==> config.mk <==
export PLATFORM = sky130hd
export DESIGN_NAME = brs_axis
export DESIGN_NICKNAME = d
export VERILOG_FILES = /design/src/rtl/core/brs_pkg.sv /design/src/rtl/core/brs_div.sv /design/src/rtl/core/brs_axis.sv
export SDC_FILE = /design/constraint.sdc
export NUM_CORES = 1
export LEC_CHECK = 0
export CORE_MARGIN = 4
export CORE_UTILIZATION = 67
export DETAILED_ROUTE_END_ITERATION = 10
export DONT_BUFFER_PORTS = 1
export PLACE_DENSITY = 0.87
export SLEW_MARGIN = 10
export SYNTH_ARGS = -nofsm -noshare
export SYNTH_HDL_FRONTEND = slang
export SYNTH_HIERARCHICAL = 1
export SYNTH_SLANG_ARGS = --single-unit
==> constraint.sdc <==
create_clock -name clk -period 6.9 [get_ports clk]
set_clock_uncertainty 0.1 [all_clocks]
set_input_delay 0.69 -clock clk [delete_from_list [all_inputs] [get_ports clk]]
set_output_delay 0.69 -clock clk [all_outputs]
set_load 0.01 [all_outputs]
==> src/rtl/core/brs_pkg.sv <==
// Shared types, constants and helpers for the bilinear RGBA scaler.
`default_nettype none
package brs_pkg;

  localparam int MAX_SIDE = 512;
  localparam int SIDE_W   = 9;           // bits of a coordinate
  localparam int DIM_W    = 10;          // bits of an image size register
  localparam int FRAC_W   = 24;
  localparam int STEP_W   = 34;          // step may reach MAX_SIDE << 24
  localparam int W_W      = FRAC_W + 1;  // weight 0..1<<24
  localparam int ADDR_W   = 2 * SIDE_W;
  localparam int CFG_IDX_W = 3;

  localparam logic [W_W-1:0] ONE_FX  = W_W'(1) << FRAC_W;
  localparam logic [W_W-1:0] HALF_FX = W_W'(1) << (FRAC_W - 1);

  // register indexes
  localparam logic [CFG_IDX_W-1:0] REG_SRC_WIDTH  = 3'd0;
  localparam logic [CFG_IDX_W-1:0] REG_SRC_HEIGHT = 3'd1;
  localparam logic [CFG_IDX_W-1:0] REG_DST_WIDTH  = 3'd2;
  localparam logic [CFG_IDX_W-1:0] REG_DST_HEIGHT = 3'd3;

  localparam logic ACT_LOAD    = 1'b0;
  localparam logic ACT_PRODUCE = 1'b1;

  typedef struct packed {
    logic              action;
    logic [SIDE_W-1:0] col;
    logic [SIDE_W-1:0] row;
    logic [31:0]       pixel_in;
  } in_item_t;

  typedef struct packed {
    logic [SIDE_W-1:0] out_col;
    logic [SIDE_W-1:0] out_row;
    logic [31:0]       out_pixel;
  } out_item_t;

  typedef struct packed {
    logic start;
    logic calc_step;   // 1: derive step, 0: taps for coordinate
  } axis_cmd_t;

  typedef struct packed {
    logic              ready;
    logic [SIDE_W-1:0] t0;
    logic [SIDE_W-1:0] t1;
    logic [W_W-1:0]    w;
  } axis_stat_t;

  // size register saturated into 1..MAX_SIDE
  function automatic logic [DIM_W-1:0] eff(input logic [DIM_W-1:0] v);
    logic [DIM_W-1:0] r;
    r = v;
    if (v == '0) r = DIM_W'(1);
    else if (v > DIM_W'(MAX_SIDE)) r = DIM_W'(MAX_SIDE);
    return r;
  endfunction

endpackage
`default_nettype wire

==> src/rtl/core/brs_div.sv <==
// Radix-2 restoring divider, one quotient bit per cycle.
`default_nettype none
module brs_div (
  input  wire logic                       clk,
  input  wire logic                       rst,
  input  wire logic                       start,
  input  wire logic [brs_pkg::STEP_W-1:0] dividend,
  input  wire logic [brs_pkg::DIM_W-1:0]  divisor,
  output logic                            ready,
  output logic [brs_pkg::STEP_W-1:0]      quotient
);
  import brs_pkg::*;

  localparam int CNT_W = $clog2(STEP_W + 1);

  logic [STEP_W-1:0] acc;   // dividend bits out the top, quotient bits in
  logic [DIM_W-1:0]  rem;
  logic [DIM_W-1:0]  dvs;
  logic [CNT_W-1:0]  cnt;
  logic              busy;
  logic [DIM_W:0]    trial;
  logic              fits;

  assign trial = {rem, acc[STEP_W-1]};
  assign fits  = trial >= {1'b0, dvs};

  always_ff @(posedge clk) begin
    if (rst) begin
      busy <= 1'b0;
      cnt  <= '0;
    end else if (start && !busy) begin
      busy <= 1'b1;
      cnt  <= CNT_W'(STEP_W);
    end else if (busy) begin
      cnt <= cnt - CNT_W'(1);
      if (cnt == CNT_W'(1)) busy <= 1'b0;
    end
  end

  always_ff @(posedge clk) begin
    if (start && !busy) begin
      acc <= dividend;
      rem <= '0;
      dvs <= divisor;
    end else if (busy) begin
      acc <= {acc[STEP_W-2:0], fits};
      rem <= fits ? DIM_W'(trial - {1'b0, dvs}) : trial[DIM_W-1:0];
    end
  end

  assign ready    = !busy;
  assign quotient = acc;
endmodule
`default_nettype wire

==> src/rtl/core/brs_axis.sv <==
// One axis: holds the step, finds the two taps and the first tap's weight.
`default_nettype none
module brs_axis (
  input  wire logic                      clk,
  input  wire logic                      rst,
  input  wire brs_pkg::axis_cmd_t        cmd,
  input  wire logic [brs_pkg::DIM_W-1:0]  s_size,
  input  wire logic [brs_pkg::DIM_W-1:0]  d_size,
  input  wire logic [brs_pkg::SIDE_W-1:0] coord,
  output brs_pkg::axis_stat_t            stat
);
  import brs_pkg::*;

  localparam int PROD_W = STEP_W + SIDE_W;
  localparam int C_W    = PROD_W + 2;
  localparam int NUM_W  = C_W + 2;

  typedef enum logic [6:0] {
    A_IDLE = 7'b0000001,
    A_SDIV = 7'b0000010,
    A_MUL  = 7'b0000100,
    A_GEO1 = 7'b0001000,
    A_GEO2 = 7'b0010000,
    A_GEO3 = 7'b0100000,
    A_WDIV = 7'b1000000
  } axis_state_t;

  axis_state_t       state;
  logic [STEP_W-1:0] step;
  logic              shrink;
  logic [SIDE_W-1:0] x;
  logic [PROD_W-1:0] prod;
  logic [C_W-1:0]    c;
  logic [SIDE_W-1:0] t0, t1;
  logic [W_W-1:0]    w;

  logic              div_start;
  logic [STEP_W-1:0] div_dividend;
  logic [DIM_W-1:0]  div_divisor;
  logic              div_ready;
  logic [STEP_W-1:0] div_q;

  logic [DIM_W-1:0]  s_last;
  logic [C_W:0]      lo, hi;
  logic [PROD_W-SIDE_W-FRAC_W+SIDE_W-1:0] ip;
  logic [SIDE_W:0]   tap_gap;
  logic signed [NUM_W-1:0] num;
  logic              is_shrink_cfg;

  assign s_last        = s_size - DIM_W'(1);
  assign is_shrink_cfg = s_size >= d_size;
  assign lo   = {1'b0, c} - (C_W + 1)'(step);
  assign hi   = {1'b0, c} + (C_W + 1)'(step);
  assign ip   = prod[PROD_W-1:FRAC_W];
  assign tap_gap = {1'b0, t1} - {1'b0, t0};
  // num = tap_gap<<26 - (c - t0<<26 - 1<<25)
  assign num  = $signed(NUM_W'({tap_gap, 26'b0}) + NUM_W'({t0, 26'b0}) + (NUM_W'(1) << 25))
              - $signed(NUM_W'(c));

  always_comb begin
    div_start    = 1'b0;
    div_dividend = '0;
    div_divisor  = DIM_W'(1);
    if (state == A_IDLE && cmd.start && cmd.calc_step) begin
      div_start = 1'b1;
      if (is_shrink_cfg) begin
        div_dividend = {s_size, 24'b0};
        div_divisor  = d_size;
      end else begin
        div_dividend = {s_last, 24'b0};
        div_divisor  = d_size - DIM_W'(1);
      end
    end else if (state == A_GEO3 && t0 != t1 && !num[NUM_W-1] && num != '0) begin
      div_start    = 1'b1;
      div_dividend = num[STEP_W+1:2];
      div_divisor  = DIM_W'(tap_gap);
    end
  end

  always_ff @(posedge clk) begin
    if (rst) begin
      state <= A_IDLE;
    end else begin
      case (state)
        A_IDLE: if (cmd.start) state <= cmd.calc_step ? A_SDIV : A_MUL;
        A_SDIV: if (div_ready) state <= A_IDLE;
        A_MUL:  state <= A_GEO1;
        A_GEO1: state <= shrink ? A_GEO2 : A_IDLE;
        A_GEO2: state <= A_GEO3;
        A_GEO3: state <= div_start ? A_WDIV : A_IDLE;
        A_WDIV: if (div_ready) state <= A_IDLE;
        default: state <= A_IDLE;
      endcase
    end
  end

  // step and shrink flag are derived state; reset sets step to 0 and shrink to 1
  always_ff @(posedge clk) begin
    if (rst) begin
      step   <= '0;
      shrink <= 1'b1;
    end else begin
      if (state == A_IDLE && cmd.start && cmd.calc_step) shrink <= is_shrink_cfg;
      if (state == A_SDIV && div_ready) step <= div_q;
    end
  end

  always_ff @(posedge clk) begin
    case (state)
      A_IDLE: if (cmd.start) x <= coord;
      A_MUL:  prod <= step * PROD_W'(x);
      A_GEO1: begin
        if (shrink) begin
          c <= {prod, 2'b0} + C_W'({step, 1'b0});
        end else begin
          t0 <= (ip > (PROD_W-FRAC_W)'(s_last)) ? s_last[SIDE_W-1:0] : ip[SIDE_W-1:0];
          t1 <= (ip + (PROD_W-FRAC_W)'(1) > (PROD_W-FRAC_W)'(s_last))
                ? s_last[SIDE_W-1:0] : SIDE_W'(ip + (PROD_W-FRAC_W)'(1));
          w  <= ONE_FX - W_W'(prod[FRAC_W-1:0]);
        end
      end
      A_GEO2: begin
        t0 <= (lo[C_W:26] > (C_W-25)'(s_last)) ? s_last[SIDE_W-1:0] : SIDE_W'(lo[C_W:26]);
        t1 <= (hi[C_W:26] > (C_W-25)'(s_last)) ? s_last[SIDE_W-1:0] : SIDE_W'(hi[C_W:26]);
      end
      A_GEO3: begin
        if (t0 == t1) w <= ONE_FX;
        else if (!div_start) w <= '0;
      end
      A_WDIV: if (div_ready) w <= (div_q > STEP_W'(ONE_FX)) ? ONE_FX : div_q[W_W-1:0];
      default: ;
    endcase
  end

  brs_div u_div (
    .clk      (clk),
    .rst      (rst),
    .start    (div_start),
    .dividend (div_dividend),
    .divisor  (div_divisor),
    .ready    (div_ready),
    .quotient (div_q)
  );

  assign stat.ready = (state == A_IDLE);
  assign stat.t0    = t0;
  assign stat.t1    = t1;
  assign stat.w     = w;
endmodule
`default_nettype wire

Yosys cells after proc, flatten, opt, wreduce, memory -nomap -nowiden
Index checks and enable logic that the tools add are counted.
{"block": "word_totals", "regBits": 243, "out_inout_bits": 44, "word_cells": 107}
{"block": "op_classes", "addsub": 13, "mul": 1, "n_lt_le_gt_ge": 7, "n_eq_ne": 15, "mux": 36, "n_reduce_logical": 20}
{"operator": "$mux 34", "n": 5}
{"operator": "$mux 25", "n": 5}
{"operator": "$pmux 25 s3", "n": 1}
{"operator": "$mux 9", "n": 6}
{"operator": "$reduce_bool 47->1", "n": 1}
{"operator": "$add 45x34->46", "n": 1}
{"operator": "$sub 38x45->46", "n": 1}
{"operator": "$sub 45x34->46", "n": 1}
{"operator": "$add 45x35->45", "n": 1}
{"operator": "$mul 34x9->43", "n": 1}
{"operator": "$pmux 7 s6", "n": 1}
{"operator": "$gt 20x10->1", "n": 2}
{"operator": "$mux 10", "n": 4}
{"operator": "$add 37x26->38 const B", "n": 1}
{"operator": "$gt 19x10->1", "n": 2}
{"operator": "$add 36x35->37", "n": 1}
{"operator": "$pmux 9 s2", "n": 2}
{"operator": "$gt 34x25->1 const B", "n": 1}
{"operator": "$sub 25x24->25 const A", "n": 1}
{"operator": "$mux 7", "n": 3}
{"operator": "$sub 10x1->10 const B", "n": 2}
{"operator": "$add 19x1->19 const B", "n": 1}
{"operator": "$mux 6", "n": 2}
{"operator": "$ge 11x10->1", "n": 1}
{"operator": "26 further kinds", "n": 45}

Longest topological paths before layout
{"block": "depth", "word_depth": 12, "mapped_depth": 29}

Modules after synthesis
Netlist, hierarchy kept.
{"module": "brs_axis", "n_inst": 1, "cells_per_inst": 2957, "area_each_um2": 25483.2, "seq_area_each_um2": 5014.8}
{"module": "brs_div", "n_inst": 1, "cells_per_inst": 255, "area_each_um2": 3035.4, "seq_area_each_um2": 1661.6}

Worst setup path after synthesis
No wires, ideal clock.
{"block": "synth_timing", "kind": "register to register", "start": "register t0[1]", "end": "register u_div.acc[29] (netlist: u_div/quotient[29]), data pin", "arrival_time_ns": 5.691, "required_time_ns": 6.540, "path_slack_ns": 0.849, "path_stages_with_launch": 28, "path_buffers": 3, "synth_period_minus_slack_ns": 6.051, "path_cell_list": "edfxtp_1 inv_1 ha_1 nor2b_1 o21ai_0 a21boi_0 o21ai_0 a21oi_1 o21ai_0 nand2_1 xnor2_1 fa_1 inv_1 ha_1 clkbuf_1 and3_1 nand3_1 o21a_1 a311o_1 nor2_1 mux2i_1 nor4b_2 a31o_2 buf_2 nand2_1 nor2b_1 clkbuf_1 mux2_2"}
{"block": "synth_via", "elab_chain_cells": 11}
{"element": "start: declaration", "line_no": "brs_axis.sv:34", "text": "logic [SIDE_W-1:0] t0, t1;"}
{"element": "start signal: assignment", "line_no": "brs_axis.sv:116", "text": "t0 <= (ip > (PROD_W-FRAC_W)'(s_last)) ? s_last[SIDE_W-1:0] : ip[SIDE_W-1:0];"}
{"element": "start signal: assignment", "line_no": "brs_axis.sv:123", "text": "t0 <= (lo[C_W:26] > (C_W-25)'(s_last)) ? s_last[SIDE_W-1:0] : SIDE_W'(lo[C_W:26]);"}
{"element": "parallel branches: the longest is 6 deep, another holds $sub 38x45->46"}
{"element": "$logic_and 1x1->1 (*)", "line_no": "brs_axis.sv:73", "text": "end else if (state == A_GEO3 && t0 != t1 && !num[NUM_W-1] && num != '0) begin"}
{"element": "$mux 1 (*)", "line_no": "brs_axis.sv:73"}
{"element": "$mux 1 (*)", "line_no": "brs_axis.sv:64", "text": "if (state == A_IDLE && cmd.start && cmd.calc_step) begin"}
{"element": "named net div_start", "line_no": "brs_axis.sv:37", "text": "logic div_start;"}
{"element": "$logic_and 1x1->1 (*)", "line_no": "brs_div.sv:41", "text": "if (start && !busy) begin"}
{"element": "$mux 34 (*)", "line_no": "brs_div.sv:41"}
{"element": "end signal: assignment", "line_no": "brs_div.sv:42", "text": "acc <= dividend;"}
{"element": "end signal: assignment", "line_no": "brs_div.sv:46", "text": "acc <= {acc[STEP_W-2:0], fits};"}
{"element": "end: declaration", "line_no": "brs_div.sv:16", "text": "logic [STEP_W-1:0] acc;"}
Mark *: on every way through the listed nets, which the timed path passes.
A chain may end at the register's enable or synchronous reset.

Worst setup path in the final report
{"block": "layout_timing", "start": "register t0[0]", "end": "register u_div.acc[30] (netlist: u_div/quotient[30]), data pin"}
The elaborated chain is that of the path after synthesis.

==> impl_metrics.csv <==
group,metric,value,unit
sta,final_min_period_over_clock_period,97.7,%
global_routing,grt_pass1_wl,135000,µm
route,finalWirelength,86600,µm
clock_network,clkLatencyLatePin,0.59,ns
global_routing,track_usage,36.6,%
setup_path,rr_worst_depth,19,
floorplan,initial_core_util,67.8,%
route,drt_iter0_drc,2639,
synthesis,ys_ff_latch,242,
job,cap_violations,0,
global_routing,grt_start_max_net_pins,50,
floorplan,die_h,214,µm
synthesis,synth_ff_type,"edfxtp_1",
cells_and_area,syn_to_final_growth,5.24,%
power,p_total,0.00398,W
placement,gp_congestion,1.02,
clock_network,htreeDepth,1,
synthesis,synth_top_family_by_area,"adder cells",
global_routing,grt-ovfl-total,0,
setup_path,start_kind,"flip-flop",
setup_path,startpoint,"t0[0]$_DFFE_PP_",
route,num_vias,24866,
synthesis,synth_cell_types,90,
sta,hold_violations,0,
setup_path,path_max_fanout,49,
floorplan,die_w,214,µm
synthesis,async_reset_ff_share,0,%
synthesis,synth-edff-count,183,
sta,worst_pin_slew,1.10,ns
min_path,hp-class,"in2reg",
floorplan,core_area,42000,µm²
setup_path,critPathRequiredTime,7.13,ns
sta,tns,0,ns
placement,port_buffers,0,
synthesis,synth.net_count,3732,
synthesis,synth_compound_area_share,15.7,%
floorplan,die-area,45900,µm²
synthesis,ys_warn_count,6,
power,p_per_area,132,nW/µm²
synthesis,synth_xor_area_share,5.59,%
sta,fmax,0.148,GHz
cells_and_area,final_nets,3674,
setup_path,end_kind,"flip-flop",
clock_network,clock_path_buffers,3,
synthesis,synth_cells,3212,
setup_path,r2r_slack,0.16,ns
clock_network,clkTransAtPathRegs,0.06,ns
synthesis,synth_mux_area_share,1.75,%
sta,min_period,6.74,ns
floorplan,num_rows,75,
setup_path,path_class,"reg2reg",
route,wire_per_inst,23.3,µm
synthesis,synth_area,28500,µm²
clock_network,cts_sinks,242,
synthesis,synth_fa_ha_area_share,27.6,%
setup_path,timing.rr.end,"u_div/quotient[30]$_DFFE_PP_",
setup_path,crit_path_end,"u_div/quotient[30]$_DFFE_PP_",
power,ir_worst_vdd,180,µV
synthesis,synth-simple-area-share,19.5,%
clock_network,tritoncts,"yes",
route,ant_nets,0,
setup_path,arrival,6.97,ns
setup_path,r2r_start,"t0[0]$_DFFE_PP_",
synthesis,ys_seq_area_share,23.4,%
sta,maxSlewHeadroom,26.7,%
power,p_leak,13.3,nW
sta,rsz0062_at_grt,"no",
clock_network,cts_inserted_buffers,28,
synthesis,avgSynthCellArea,8.88,µm²
sta,finalMaxSlewViolations,0,
route,drc,0,
floorplan,io_pins,77,
route,drtPass1Iterations,6,
clock_network,cts-root-buf,"clkbuf_16",
placement,hpwl,68800,µm
global_routing,antenna_found_initial,1,
cells_and_area,drive_above_1_share,6.05,%
global_routing,grt_pass1_vias,24609,
route,vias_per_cell,6.69,
clock_network,cts_hold_buf,0,
sta,setup_viol,0,
status,status,"completed",
-- kinds of logic (layout without fill, tap and decap cells) --
logic type	after synthesis	after routing
other	0	2
multiplexers	45	45
adder cells (fa/ha/maj)	487	487
buffers and inverters	485	448
AO/OA/AOI/OAI	659	659
flip-flops	242	242
XOR/XNOR	182	182
AND/OR/NAND/NOR	1112	1112
-- through the flow --
stage                     cells  hold slack (ns)  instance area (µm²)  util (%)  worst slack (ns)
after floorplan            3212            0.320                28500         -             0.849
after global placement     3663            0.357                29100      69.2             0.294
after detailed placement   3663            0.396                29100      69.2             0.193
after CTS                  3714           0.0598                30000      71.4             0.186
after global routing       3714           0.0626                30000      71.4            0.0309
final                      3716           0.0787                30000      71.4             0.157
-- cells in the final DEF, fill, tap and decap left out, types with 38 or more instances in the layout --
master    netlist  layout
xnor2_1       127     127
nor3_1         71      70
nand4_1        48      48
nand3_1        49      49
mux2_2         38      38
dfxtp_1        59      59
buf_4           0      64
a21oi_1       188     188
a21o_1         52      52
nor4_1         43      43
ha_1          251     250
o21ai_0       107     106
fa_1          236     236
and2_1        132     132
nand2_1       410     409
inv_1         331     330
xor2_1         55      55
edfxtp_1      183     183
nor2_1        149     149
-- cell type report --
cell class / instances / area [µm²]
antenna: 2 / 5.00
clock buffer: 35 / 747
clock inverter: 16 / 161
fill: 3087 / 12000
inverter: 332 / 1250
multi-input combinational: 2485 / 20000
sequential: 242 / 6680
tap: 539 / 674
timing repair buffer: 65 / 492
-- sequential cells by signal, indices dropped and copies added, names as in the netlist --
register,flops
w,25
t1,9
u_div/cnt,6
prod,43
u_div/busy,1
step,34
x,9
shrink,1
u_div/dvs,10
u_div/rem,10
t0,9
c,44
u_div/quotient,34
state,7
-- power breakdown --
| group | switching (W) | internal, W |
|---|---|---|
| combinational | 0.000445 | 0.000294 |
| clock | 0.000636 | 0.000847 |
| sequential | 0.000103 | 0.00165 |
| total | 0.00118 | 0.00279 |
-- metal layers --
layer	global-route usage (%)	vias up	part of all wire, %
met4	13.2	0	4.0
met5	0	-	0
met1	50.4	12059	39
met2	58.6	1469	46
met3	6.77	232	11
li1	-	11106	-
-- Yosys cell counts (all sizes together), types with 48 or more instances --
master  count  area [µm²]
ha        251        3140
nor3       72         365
inv       332        1250
dfxtp      59        1180
nand4      48         300
nor2      149         559
o21ai     115         598
edfxtp    183        5500
fa        236        4720
a21oi     189         950
nand2     410        1540
nand3      49         245
clkbuf    142         533
and2      132         826
a21o       52         390
xnor2     127        1110
xor2       55         482
-- timing repair --
item,CTS,global route
buffers inserted,0,0
endpoints found under the setup margin,0,94
gates resized for setup,0,2
endpoints found under the hold margin,0,0
-- critical path: stages (launching register included) --
cell	delay (ns)
edfxtp_1	0.61
ha_1	0.32
fa_1	0.41
nor2b_1	0.12
o21ai_0	0.08
nand2b_1	0.16
xnor2_1	0.14
fa_1	0.50
inv_1	0.04
ha_1	0.39
nand4_1	0.21
nor4_1	0.63
o31ai_1	0.33
o21ai_0	0.49
nand4_1	0.35
a31o_2	0.33
nand2_1	0.24
nor2b_4	0.21
buf_6	0.38
mux2_2	0.40
-- how the worst min path moves through the flow --
stage                     cells past startpoint                   endpoint  slack, ns                 startpoint
after floorplan                               0             c[1]$_DFFE_PP_       0.32       step[0]$_SDFFE_PP0P_
after global placement                        1  u_div/cnt[5]$_SDFFE_PP0P_       0.36  u_div/cnt[5]$_SDFFE_PP0P_
after detailed placement                      1  u_div/cnt[5]$_SDFFE_PP0P_       0.40  u_div/cnt[5]$_SDFFE_PP0P_
after CTS                                     1      state[1]$_SDFFE_PP0P_       0.06                        rst
after global routing                          1      state[1]$_SDFFE_PP0P_       0.06                        rst
final                                         1      state[1]$_SDFFE_PP0P_       0.08                        rst
(Power assumes the default switching activity.)
